**config.mk**
```make
export PLATFORM = sky130hd
export DESIGN_NAME = sorted_priority_queue_flat
export DESIGN_NICKNAME = d
export VERILOG_FILES = /design/src/design/spq_pkg.sv /design/src/design/spq_if.sv /design/src/design/sorted_priority_queue.sv /design/src/flat_wrapper.sv
export SDC_FILE = /design/constraint.sdc
export NUM_CORES = 1
export LEC_CHECK = 0
export ABC_AREA = 1
export BUFFER_PORTS_ARGS = -buffer_cell sky130_fd_sc_hd__buf_2
export CORE_MARGIN = 10
export CORE_UTILIZATION = 30
export DETAILED_ROUTE_END_ITERATION = 10
export PLACE_DENSITY_LB_ADDON = 0.12
export RECOVER_POWER = 100
export SYNTH_ARGS = -nofsm -noshare
export SYNTH_HDL_FRONTEND = slang
export SYNTH_SLANG_ARGS = --single-unit
```
**constraint.sdc**
```tcl
create_clock -name clock -period 5 [get_ports clock]
set_clock_uncertainty 0.1 [all_clocks]
set_input_delay 0.5 -clock clock [delete_from_list [all_inputs] [get_ports clock]]
set_output_delay 0.5 -clock clock [all_outputs]
set_load 0.02 [all_outputs]
```
**src/design/spq_pkg.sv**
```systemverilog
// ---------------------------------------------------------------------------
// spq_pkg: shared types and codes for the sorted priority queue
// Command, status codes and field widths used by the channel interfaces
// and the queue logic.
// ---------------------------------------------------------------------------
package spq_pkg;

   localparam int ValueWidth = 32;

   typedef logic [1:0]                    cmd_type;
   typedef logic [1:0]                    status_type;
   typedef logic signed [ValueWidth-1:0]  value_type;
   typedef logic [2:0]                    count_type;

   localparam cmd_type CMD_PUSH = 2'd0;
   localparam cmd_type CMD_POP  = 2'd1;
   localparam cmd_type CMD_PEEK = 2'd2;

   localparam status_type STATUS_OK    = 2'd0;
   localparam status_type STATUS_OVER  = 2'd1;
   localparam status_type STATUS_UNDER = 2'd2;

endpackage

```
**src/design/spq_if.sv**
```systemverilog
// ---------------------------------------------------------------------------
// spq_if: command and response channels of the sorted priority queue
// Valid/ready channels; a word moves on a clock edge with both high.
// ---------------------------------------------------------------------------
interface spq_req_if;
   import spq_pkg::*;

   logic      valid;
   logic      ready;
   cmd_type   cmd;
   value_type push_value;

   modport source (output valid, output cmd, output push_value, input ready);
   modport sink   (input valid, input cmd, input push_value, output ready);
endinterface

interface spq_rsp_if;
   import spq_pkg::*;

   logic       valid;
   logic       ready;
   status_type status;
   value_type  top_value;
   count_type  entry_count;

   modport source (output valid, output status, output top_value, output entry_count,
                   input ready);
   modport sink   (input valid, input status, input top_value, input entry_count,
                   output ready);
endinterface

```
**src/design/sorted_priority_queue.sv**
```systemverilog
// ---------------------------------------------------------------------------
// sorted_priority_queue: bounded max-priority queue on a sorted memory
// Entries sit in ascending order in a one-port-read, one-port-write memory.
// Push shifts larger entries up one per cycle; pop/peek read the top entry.
//
//   channel | dir | handshake        | word
//   --------+-----+------------------+----------------------------------
//   req     | in  | req.valid/ready  | cmd, push_value
//   rsp     | out | rsp.valid/ready  | status, top_value, entry_count
//
// One command at a time. Push moves each larger entry up by one, then writes
// the new value in the hole; pop and peek read the top entry; rejected and
// unused commands go straight to the reply. The entry memory's single read and
// write port sets the push time. Reset (synchronous) empties the queue; the
// memory itself is not cleared. A stalled response holds in the output
// register and the next command waits for it only at its final step.
// ---------------------------------------------------------------------------
module sorted_priority_queue #(
   parameter int DEPTH = 4
) (
   input logic        clock,
   input logic        reset,
   spq_req_if.sink    req,
   spq_rsp_if.source  rsp
);
   import spq_pkg::*;

   localparam int IW = $clog2(DEPTH);
   localparam int CW = $clog2(DEPTH + 1);
   localparam logic [CW-1:0] FULL_COUNT = CW'(DEPTH);

   typedef enum logic [2:0] {
      ST_IDLE,
      ST_PUSH_RD,
      ST_PUSH_CMP,
      ST_TOP_RD,
      ST_FINISH
   } state_type;

   state_type     state_ff, state_in;
   logic [CW-1:0] count_ff, count_in;
   logic [IW-1:0] pos_ff, pos_in;
   value_type     val_ff, val_in;
   cmd_type       cmd_ff, cmd_in;
   status_type    res_status_ff, res_status_in;
   value_type     res_top_ff, res_top_in;
   logic          rsp_valid_ff, rsp_valid_in;
   status_type    rsp_status_ff, rsp_status_in;
   value_type     rsp_top_ff, rsp_top_in;
   count_type     rsp_count_ff, rsp_count_in;

   value_type     entries_ff [DEPTH];
   value_type     rd_data_ff;
   logic          mem_we;
   logic [IW-1:0] mem_waddr;
   value_type     mem_wdata;
   logic          rd_en;
   logic [IW-1:0] rd_addr;
   logic          out_free;

   assign req.ready       = (state_ff == ST_IDLE);
   assign rsp.valid       = rsp_valid_ff;
   assign rsp.status      = rsp_status_ff;
   assign rsp.top_value   = rsp_top_ff;
   assign rsp.entry_count = rsp_count_ff;

   assign out_free = !rsp_valid_ff || rsp.ready;

   always_comb begin
      state_in      = state_ff;
      count_in      = count_ff;
      pos_in        = pos_ff;
      val_in        = val_ff;
      cmd_in        = cmd_ff;
      res_status_in = res_status_ff;
      res_top_in    = res_top_ff;
      rsp_valid_in  = rsp_valid_ff && !rsp.ready;
      rsp_status_in = rsp_status_ff;
      rsp_top_in    = rsp_top_ff;
      rsp_count_in  = rsp_count_ff;
      mem_we        = 1'b0;
      mem_waddr     = pos_ff;
      mem_wdata     = val_ff;
      rd_en         = 1'b0;
      rd_addr       = pos_ff - IW'(1);

      unique case (state_ff)
         ST_IDLE: begin
            if (req.valid) begin
               val_in        = req.push_value;
               cmd_in        = req.cmd;
               res_status_in = STATUS_OK;
               res_top_in    = '0;
               state_in      = ST_FINISH;
               case (req.cmd)
                  CMD_PUSH: begin
                     if (count_ff == FULL_COUNT) begin
                        res_status_in = STATUS_OVER;
                     end else begin
                        pos_in   = IW'(count_ff);
                        state_in = ST_PUSH_RD;
                     end
                  end
                  CMD_POP, CMD_PEEK: begin
                     if (count_ff == '0) begin
                        res_status_in = STATUS_UNDER;
                     end else begin
                        rd_en    = 1'b1;
                        rd_addr  = IW'(count_ff - CW'(1));
                        state_in = ST_TOP_RD;
                     end
                  end
                  default: begin
                  end
               endcase
            end
         end
         ST_PUSH_RD: begin
            if (pos_ff == '0) begin
               mem_we   = 1'b1;
               count_in = count_ff + CW'(1);
               state_in = ST_FINISH;
            end else begin
               rd_en    = 1'b1;
               state_in = ST_PUSH_CMP;
            end
         end
         ST_PUSH_CMP: begin
            // rd_data_ff holds the entry just below the hole at pos_ff
            if (val_ff < rd_data_ff) begin
               mem_we    = 1'b1;
               mem_wdata = rd_data_ff;
               pos_in    = pos_ff - IW'(1);
               if (pos_ff == IW'(1)) begin
                  state_in = ST_PUSH_RD;
               end else begin
                  rd_en   = 1'b1;
                  rd_addr = pos_ff - IW'(2);
               end
            end else begin
               mem_we   = 1'b1;
               count_in = count_ff + CW'(1);
               state_in = ST_FINISH;
            end
         end
         ST_TOP_RD: begin
            res_top_in = rd_data_ff;
            if (cmd_ff == CMD_POP) begin
               count_in = count_ff - CW'(1);
            end
            state_in = ST_FINISH;
         end
         ST_FINISH: begin
            if (out_free) begin
               rsp_valid_in  = 1'b1;
               rsp_status_in = res_status_ff;
               rsp_top_in    = res_top_ff;
               rsp_count_in  = 3'(count_ff);
               state_in      = ST_IDLE;
            end
         end
         default: begin
            state_in = ST_IDLE;
         end
      endcase
   end

   always_ff @(posedge clock) begin
      if (reset) begin
         state_ff     <= ST_IDLE;
         count_ff     <= '0;
         rsp_valid_ff <= 1'b0;
      end else begin
         state_ff     <= state_in;
         count_ff     <= count_in;
         rsp_valid_ff <= rsp_valid_in;
      end
      pos_ff        <= pos_in;
      val_ff        <= val_in;
      cmd_ff        <= cmd_in;
      res_status_ff <= res_status_in;
      res_top_ff    <= res_top_in;
      rsp_status_ff <= rsp_status_in;
      rsp_top_ff    <= rsp_top_in;
      rsp_count_ff  <= rsp_count_in;
   end

   // entry memory: one write and one registered read per cycle
   always_ff @(posedge clock) begin
      if (mem_we) begin
         entries_ff[mem_waddr] <= mem_wdata;
      end
      if (rd_en) begin
         rd_data_ff <= entries_ff[rd_addr];
      end
   end

endmodule

```
**src/flat_wrapper.sv**
```systemverilog
// flat-port wrapper written by rule: the top's interface ports become plain ports
module sorted_priority_queue_flat import spq_pkg::*;
#(
   parameter int DEPTH = 4
)
  (clock, reset, req_valid, req_cmd, req_push_value, req_ready, rsp_valid, rsp_status, rsp_top_value, rsp_entry_count, rsp_ready);
  spq_req_if req_i ();
  spq_rsp_if rsp_i ();
  input logic clock;
  input logic reset;
  input wire logic [$bits(req_i.valid)-1:0] req_valid;
  input wire logic [$bits(req_i.cmd)-1:0] req_cmd;
  input wire logic [$bits(req_i.push_value)-1:0] req_push_value;
  output wire logic [$bits(req_i.ready)-1:0] req_ready;
  output wire logic [$bits(rsp_i.valid)-1:0] rsp_valid;
  output wire logic [$bits(rsp_i.status)-1:0] rsp_status;
  output wire logic [$bits(rsp_i.top_value)-1:0] rsp_top_value;
  output wire logic [$bits(rsp_i.entry_count)-1:0] rsp_entry_count;
  input wire logic [$bits(rsp_i.ready)-1:0] rsp_ready;
  assign req_i.valid = req_valid;
  assign req_i.cmd = req_cmd;
  assign req_i.push_value = req_push_value;
  assign req_ready = req_i.ready;
  assign rsp_valid = rsp_i.valid;
  assign rsp_status = rsp_i.status;
  assign rsp_top_value = rsp_i.top_value;
  assign rsp_entry_count = rsp_i.entry_count;
  assign rsp_i.ready = rsp_ready;
  sorted_priority_queue #(.DEPTH(DEPTH)) u_core (.clock(clock), .reset(reset), .req(req_i), .rsp(rsp_i));
endmodule
```
==> results.md, run 1 <==
* Status: complete, but fails checks
* Failing checks: max-capacitance violations, max-slew violations
* Antenna violations before repair at 0
* Final setup fails at 0
* DP HPWL at 16,600 um
* Fin nets at 1,225
* Register area at 8160 sq um
* Number of global-route vias before repair at 7,407
* Synth-to-layout area growth at 16.8%
* DRT Pass-1 Iters at 5
* Filler cells at 4,008
* Post-CTS Resized at 0
* H-tree levels at 1
* Main synth FF type: edfxtp_1
* Layout cell share with drive strength beyond 1 at 0.0965
* Worst Path Required at 5.09 ns
* DRT Wirelength at 28,000 um
* Synth Cell Area at 12,000 sq um
* Antenna fix cells at 0
* First-pass GRT wire length at 43,700 um
* Power Internal at 5.91 mW
* DR iter-0 viols at 381
* Post-synth EDFFs at 267
* Commonest cells post-synth: 267 x edfxtp_1, 199 x inv_1, 179 x nand2_1
* Sequential share of the synthesized area at 0.680
* Final hold viol count at 0
* P per Cell Area at 697 nW/um^2
* Vias/cell at 4.32
* Most frequent cell after synthesis: edfxtp_1
* IO buf count at 76
* Post-synth top area share at 0.668
* Max Root-Sink Buffers at 3
* Distinct cells, synth at 35
* Pwr Total at 9.77 mW
* Max-cap violations at 6
* Sw Share at 0.395
* Setup TNS at 0 ns
* Max VDD drop at 0.000288 V
* Pleak at 5.85 nW
* Max stage delay on crit path at 1.22 ns
* Type of destination of the critical path: flip-flop
* Per-cell routed wire length at 16.6 um
* Die Wd at 220 um
* Initial core utilization at 0.303
* Via count at 7,287
* GR Util All Layers at 0.117
* Comb power frac at 0.392
* Critical-path top delay cell: nor3_1
* Startpoint Class: flip-flop
* RSZ-0062 raised after global routing: false
* Synth warn at 0
* Pin count of the biggest net entering global routing at 65
* Antenna-violating nets left at 0
* Min-Delay Path Class: in2reg
* Site row count at 73
* Tcrit/Tclk final at 0.818
* Grt ovf at 0
* Worst-skew pair later-pin latency at 0.56 ns
* Boundary pin count at 77
* Least-Margin Pin Slew at 2.69 ns
* Hold-fix buffers, CTS at 27
* Sequential Power Share at 0.378
* Max-slew violations at 143
* Synth area leader: edfxtp_1
* Syn nets at 1,112
* Fmax at 0.245 GHz
* Crit path max fanout at 18
* Dominant cells by area after synthesis: edfxtp_1 67%, inv_1 6.2%, nand2_1 5.6%, nand3_1 5.3%, ha_1 4.4%
* Core area at 39,600 sq um
* Clk slew on worst S/H paths at 0.06 ns
* #FFs+latches synth at 274
* GP Congestion at 0.711
* Post-synth ARST share at 0
* Syn Area/Cell at 11.6 sq um
* Multi-input logic area at 2770 sq um
* CTS Buf Count at 30
* Hold_ws at 0.0306 ns
* Psw at 3.86 mW
* Critical Path AT at 4.18 ns
* Die height at 220 um
* DRC at 0
* Synth Instances at 1,032
* Die Footprint at 48,400 sq um
* Root Buffer: clkbuf_16
* Critical path cell sequence: nor3_1, nor2_1, nor2_2, clkbuf_2
* Tmin final at 4.09 ns
* Clock power frac at 0.230
* Clk sinks at 274
* Post-CTS Setup Bufs at 0
* CTS tree: done
* Critical path type: reg2reg
* Slew headroom at -0.813
stage by stage:
step	util	worst slack [ns]	instances	cell area, sq um
global placement	0.326	1.37	1611	12900
floorplan	-	1.40	1032	12000
CTS	0.358	1.34	1686	14200
global route	0.354	0.510	1686	14000
finish	0.354	0.912	1686	14000
detailed placement	0.326	1.36	1611	12900
final cells by class:
class | count | area share
clock buffer | 34 | 0.0562
sequential | 274 | 0.582
clock inverter | 14 | 0.0140
tap | 525 | 0.0469
multi-input combinational | 520 | 0.198
timing repair buffer | 117 | 0.0488
inverter | 202 | 0.0541
sequential cells by signal, summed over array words and instances (netlist names):
name	flops
u_core.rd_data_ff	32
u_core.rsp.top_value	32
u_core.res_top_ff	32
u_core.state_ff	3
u_core.val_ff	32
u_core.count_ff	3
u_core.rsp.valid	1
u_core.mem_waddr	2
u_core.cmd_ff	2
u_core.rsp.status	2
u_core.rsp.entry_count	3
u_core.res_status_ff	2
u_core.entries_ff	128
placed cells by master (no fill, tap or decap), types with 2 or more instances in the layout:
master,count
dlygate4sd3_1,27
edfxtp_1,267
nor2_2,7
clkbuf_1,50
buf_4,3
inv_1,200
ha_1,42
clkinv_1,6
nand2_1,184
bufinv_16,5
nand3_1,128
nand2_4,3
clkbuf_2,5
a21oi_1,21
o21ai_1,2
clkbuf_16,31
nor2_1,55
buf_2,34
nor3_1,5
nand4_1,5
clkinvlp_4,3
nand3_2,13
o21ai_0,42
dfxtp_1,7
xor2_1,2
per-layer routing:
metal | share of wire | GRT usage
met5 | 0 | 0
met4 | 0.022 | 0.0299
met3 | 0.040 | 0.0225
met2 | 0.46 | 0.188
met1 | 0.48 | 0.158
worst max-delay path: cells and delay by family, from the launching register on:
kind	cells	cell delay, ns
buf+inv	1	0.66
flops	1	0.35
simple gates	3	2.59
logic make-up after synthesis:
| logic type | count (synthesis) | share of synthesized area |
|---|---|---|
| AOI/OAI and AO/OA | 70 | 0.0310 |
| xor gates and xnor gates | 2 | 0.00146 |
| buffers and inverters | 238 | 0.0874 |
| muxes | 1 | 0.000834 |
| and+or+nand+nor | 405 | 0.155 |
| DFF | 274 | 0.680 |
| adders and majority gates | 42 | 0.0438 |
power by group through the flow:
stage                     clock network, mW  registers (mW)  logic [mW]
after global routing                   2.41            3.75        4.44
after global placement                    0            3.73        4.00
after floorplan                           0            3.76        2.92
final                                  2.25            3.70        3.83
after detailed placement                  0            3.72        4.02
after CTS                              2.33            3.68        4.04
final timing paths:
path | startpoint | endpoint | slack, ns | cells past startpoint
setup / recovery | u_core.state_ff[2] | u_core.entries_ff[1][15] | 0.91 | 4
hold / removal | req_push_value[17] | u_core.val_ff[17] | 0.03 | 1
setup reg to reg | u_core.state_ff[2] | u_core.entries_ff[1][15] | 0.91 | 4
hold reg to reg | u_core.res_top_ff[4] | u_core.rsp.top_value[4] | 0.32 | 0
No activity file was read; power rests on OpenSTA's default activity.
==> inputs of run 2 (changes only) <==
==> constraint.sdc (replaced) <==
create_clock -name clock -period 4.1 [get_ports clock]
set_clock_uncertainty 0.1 [all_clocks]
set_input_delay 0.41 -clock clock [delete_from_list [all_inputs] [get_ports clock]]
set_output_delay 0.41 -clock clock [all_outputs]
set_load 0.02 [all_outputs]
==> run 2 against run 1 <==
Compared with the run above: the run still ends with max-capacitance violations, max-slew violations left; combinational power rose by 22%; core utilization rose by 0.44 points; sequential share of layout area fell by 0.71 points; total power rose by 23%; critical path depth rose by 15; cell count rose by 1.2%; critical path type unchanged; critical endpoint is now u_core.rd_data_ff[18].
==> results.md, run 2 (synthesis gave the netlist of run 1 again) <==
* Startpoint Class: flip-flop (unchanged)
* Synth-to-layout area growth at 18.3% (was 16.8%)
* Pwr Total at 12.0 mW (was 9.77 mW)
* Reg-to-reg setup timing slack at 0.58 ns (was 0.91 ns)
* Post-CTS Setup Bufs at 0 (unchanged)
* DRT Pass-1 Iters at 4 (was 5)
* Layout cell share with drive strength beyond 1 at 0.0982 (was 0.0965)
* Antenna fix cells at 0 (unchanged)
* CTS Buf Count at 31 (was 30)
* Boundary pin count at 77 (unchanged)
* Register area at 8160 sq um (unchanged)
* First-pass GRT wire length at 43,600 um (was 43,700 um)
* Critical Path AT at 3.74 ns (was 4.18 ns)
* Design Area, Final at 14,200 sq um (was 14,000 sq um)
* Biggest register: u_core.entries_ff (unchanged)
* Max-cap violations at 3 (was 6)
* Worst Hold End: u_core.rsp.valid (was u_core.val_ff[17])
* Worst Path Required at 4.32 ns (was 5.09 ns)
* Root Buffer: clkbuf_16 (unchanged)
* Max VDD drop at 0.000545 V (was 0.000288 V)
* Post-CTS Resized at 0 (unchanged)
* Per-cell routed wire length at 16.1 um (was 16.6 um)
* GP Congestion at 0.748 (was 0.711)
* Hold wc startpoint: rsp_ready (was req_push_value[17])
* Grt ovf at 0 (unchanged)
* Die Footprint at 48,400 sq um (unchanged)
* Pin count of the biggest net entering global routing at 49 (was 65)
* Max-slew violations at 53 (was 143)
* Core area at 39,600 sq um (unchanged)
* Critical path type: reg2reg (unchanged)
* Multi-input logic area at 2760 sq um (was 2770 sq um)
* Comb power frac at 0.388 (was 0.392)
* DR iter-0 viols at 469 (was 381)
* Antenna violations before repair at 0 (unchanged)
* RSZ-0062 raised after global routing: false (unchanged)
* Setup TNS at 0 ns (unchanged)
* Power Internal at 7.35 mW (was 5.91 mW)
* Die Wd at 220 um (unchanged)
* DP HPWL at 17,000 um (was 16,600 um)
* Crit path max fanout at 24 (was 18)
* Clk sinks at 274 (unchanged)
* Min-Delay Path Class: in2reg (unchanged)
* Status: complete, but fails checks (unchanged)
* Sequential Power Share at 0.375 (was 0.378)
* GR Util All Layers at 0.116 (was 0.117)
* Slew headroom at -0.472 (was -0.813)
* Die height at 220 um (unchanged)
* Final hold viol count at 0 (unchanged)
* Hold path cells at 4 (was 1)
* Final non-filler cell total at 1,706 (was 1,686)
* Area after DPL at 13,000 sq um (was 12,900 sq um)
* Final setup fails at 0 (unchanged)
* DRC at 0 (unchanged)
* Sw Share at 0.388 (was 0.395)
* Fin nets at 1,239 (was 1,225)
* H-tree levels at 1 (unchanged)
* Antenna-violating nets left at 0 (unchanged)
* Reg2Reg Depth at 19 (was 4)
* Number of global-route vias before repair at 7,741 (was 7,407)
* Filler cells at 4,001 (was 4,008)
* CTS tree: done (unchanged)
* Max Root-Sink Buffers at 3 (unchanged)
* Vias/cell at 4.29 (was 4.32)
* Max reg flops at 128 (unchanged)
* R2R Path End: u_core.rd_data_ff[18] (was u_core.entries_ff[1][15])
* Clock power frac at 0.236 (was 0.230)
* Type of destination of the critical path: flip-flop (unchanged)
* Most common cell after layout, fill and taps aside: edfxtp_1 (unchanged)
* Fmax at 0.284 GHz (was 0.245 GHz)
* Least-Margin Pin Slew at 2.19 ns (was 2.69 ns)
* Tcrit/Tclk final at 0.858 (was 0.818)
* Worst-skew pair later-pin latency at 0.56 ns (about the same)
* Via count at 7,311 (was 7,287)
* Initial core utilization at 0.303 (unchanged)
* Pleak at 5.96 nW (was 5.85 nW)
* Psw at 4.66 mW (was 3.86 mW)
* Most frequent cells in the layout: 267 x edfxtp_1, 200 x inv_1, 185 x nand2_1 (was 267 x edfxtp_1, 200 x inv_1, 184 x nand2_1)
* P per Cell Area at 847 nW/um^2 (was 697 nW/um^2)
* Tmin final at 3.52 ns (was 4.09 ns)
* Site row count at 73 (unchanged)
* Failing checks: max-capacitance violations, max-slew violations (unchanged)
* Dpl cells at 1,616 (was 1,611)
* IO buf count at 76 (unchanged)
* DRT Wirelength at 27,500 um (was 28,000 um)
* Clk slew on worst S/H paths at 0.06 ns (about the same)
* Worst reg2reg path startpoint: u_core.rd_data_ff[3] (was u_core.state_ff[2])
## run 2: cell count changes in the layout (fill, tap and decap cells not counted), sizes merged
| cell | delta |
|---|---|
| clkbuf | +2 |
| buf | +4 |
| bufinv | +1 |
| clkinv | +8 |
| dlygate4sd3 | +8 |
| clkinvlp | -3 |
## run 2: metal layers
metal,vias to the layer above,track usage,wire [um]
met4,0,0.0306,660
met5,-,0,0
li1,3691,-,-
met1,3460,0.150,13000
met2,114,0.192,12700
met3,46,0.0254,1180
## run 2: critical path, stage by stage (launching register included)
cell and delay [ns]:
edfxtp_1 0.35, inv_1 0.12, ha_1 0.25, a21oi_1 0.16
nand2_1 0.12, nand2_1 0.08, nand2_1 0.10, nand2_1 0.08
nand2_1 0.13, nand2_1 0.15, nand2_1 0.08, nand2_1 0.14
nand4_1 0.10, nand2_1 0.13, nand2_4 0.22, nand2_2 0.44
buf_4 0.32, nand2_1 0.07, nand3_1 0.07, nand2_1 0.05
## run 2: final cells by class
type / count / area share
timing repair buffer: 130 / 0.0581
multi-input combinational: 520 / 0.194
inverter: 202 / 0.0536
sequential: 274 / 0.575
tap: 525 / 0.0463
clock inverter: 20 / 0.0169
clock buffer: 35 / 0.0557
## run 2: power by group through the flow
stage          Sequential (mW)  Clock (mW)  Combinational [mW]
2_1_floorplan             4.58           0                3.56
3_3_place_gp              4.55           0                4.86
3_5_place_dp              4.54           0                4.91
4_1_cts                   4.50        2.94                4.94
5_1_grt                   4.57        3.05                5.42
6_report                  4.51        2.84                4.67
## run 2: how the worst max path moves through the flow
stage,endpoint,depth (start not counted),slack [ns],start
after floorplan,u_core.rd_data_ff[0],5,0.50,u_core.state_ff[0]
after CTS,u_core.rd_data_ff[20],19,0.81,u_core.rd_data_ff[3]
after global placement,u_core.rd_data_ff[20],19,0.87,u_core.rd_data_ff[3]
after detailed placement,u_core.rd_data_ff[31],17,0.81,u_core.rd_data_ff[3]
after global routing,u_core.rd_data_ff[18],19,0.28,u_core.rd_data_ff[5]
final,u_core.rd_data_ff[18],19,0.58,u_core.rd_data_ff[3]
## run 2: repair_timing
| item | in CTS | in global routing |
|---|---|---|
| endpoints found under the hold margin | 38 | 0 |
| setup endpoints to repair | 0 | 0 |
| hold buffers | 35 | 0 |
## run 2: per-stage QoR
stage               hold slack (ns)   util  setup slack [ns]
CTS                          0.0416  0.362             0.809
finish                       0.0377  0.358             0.581
floorplan                     0.300      -             0.497
global placement              0.301  0.327             0.869
global route                 0.0767  0.358             0.285
detailed placement            0.305  0.327             0.814
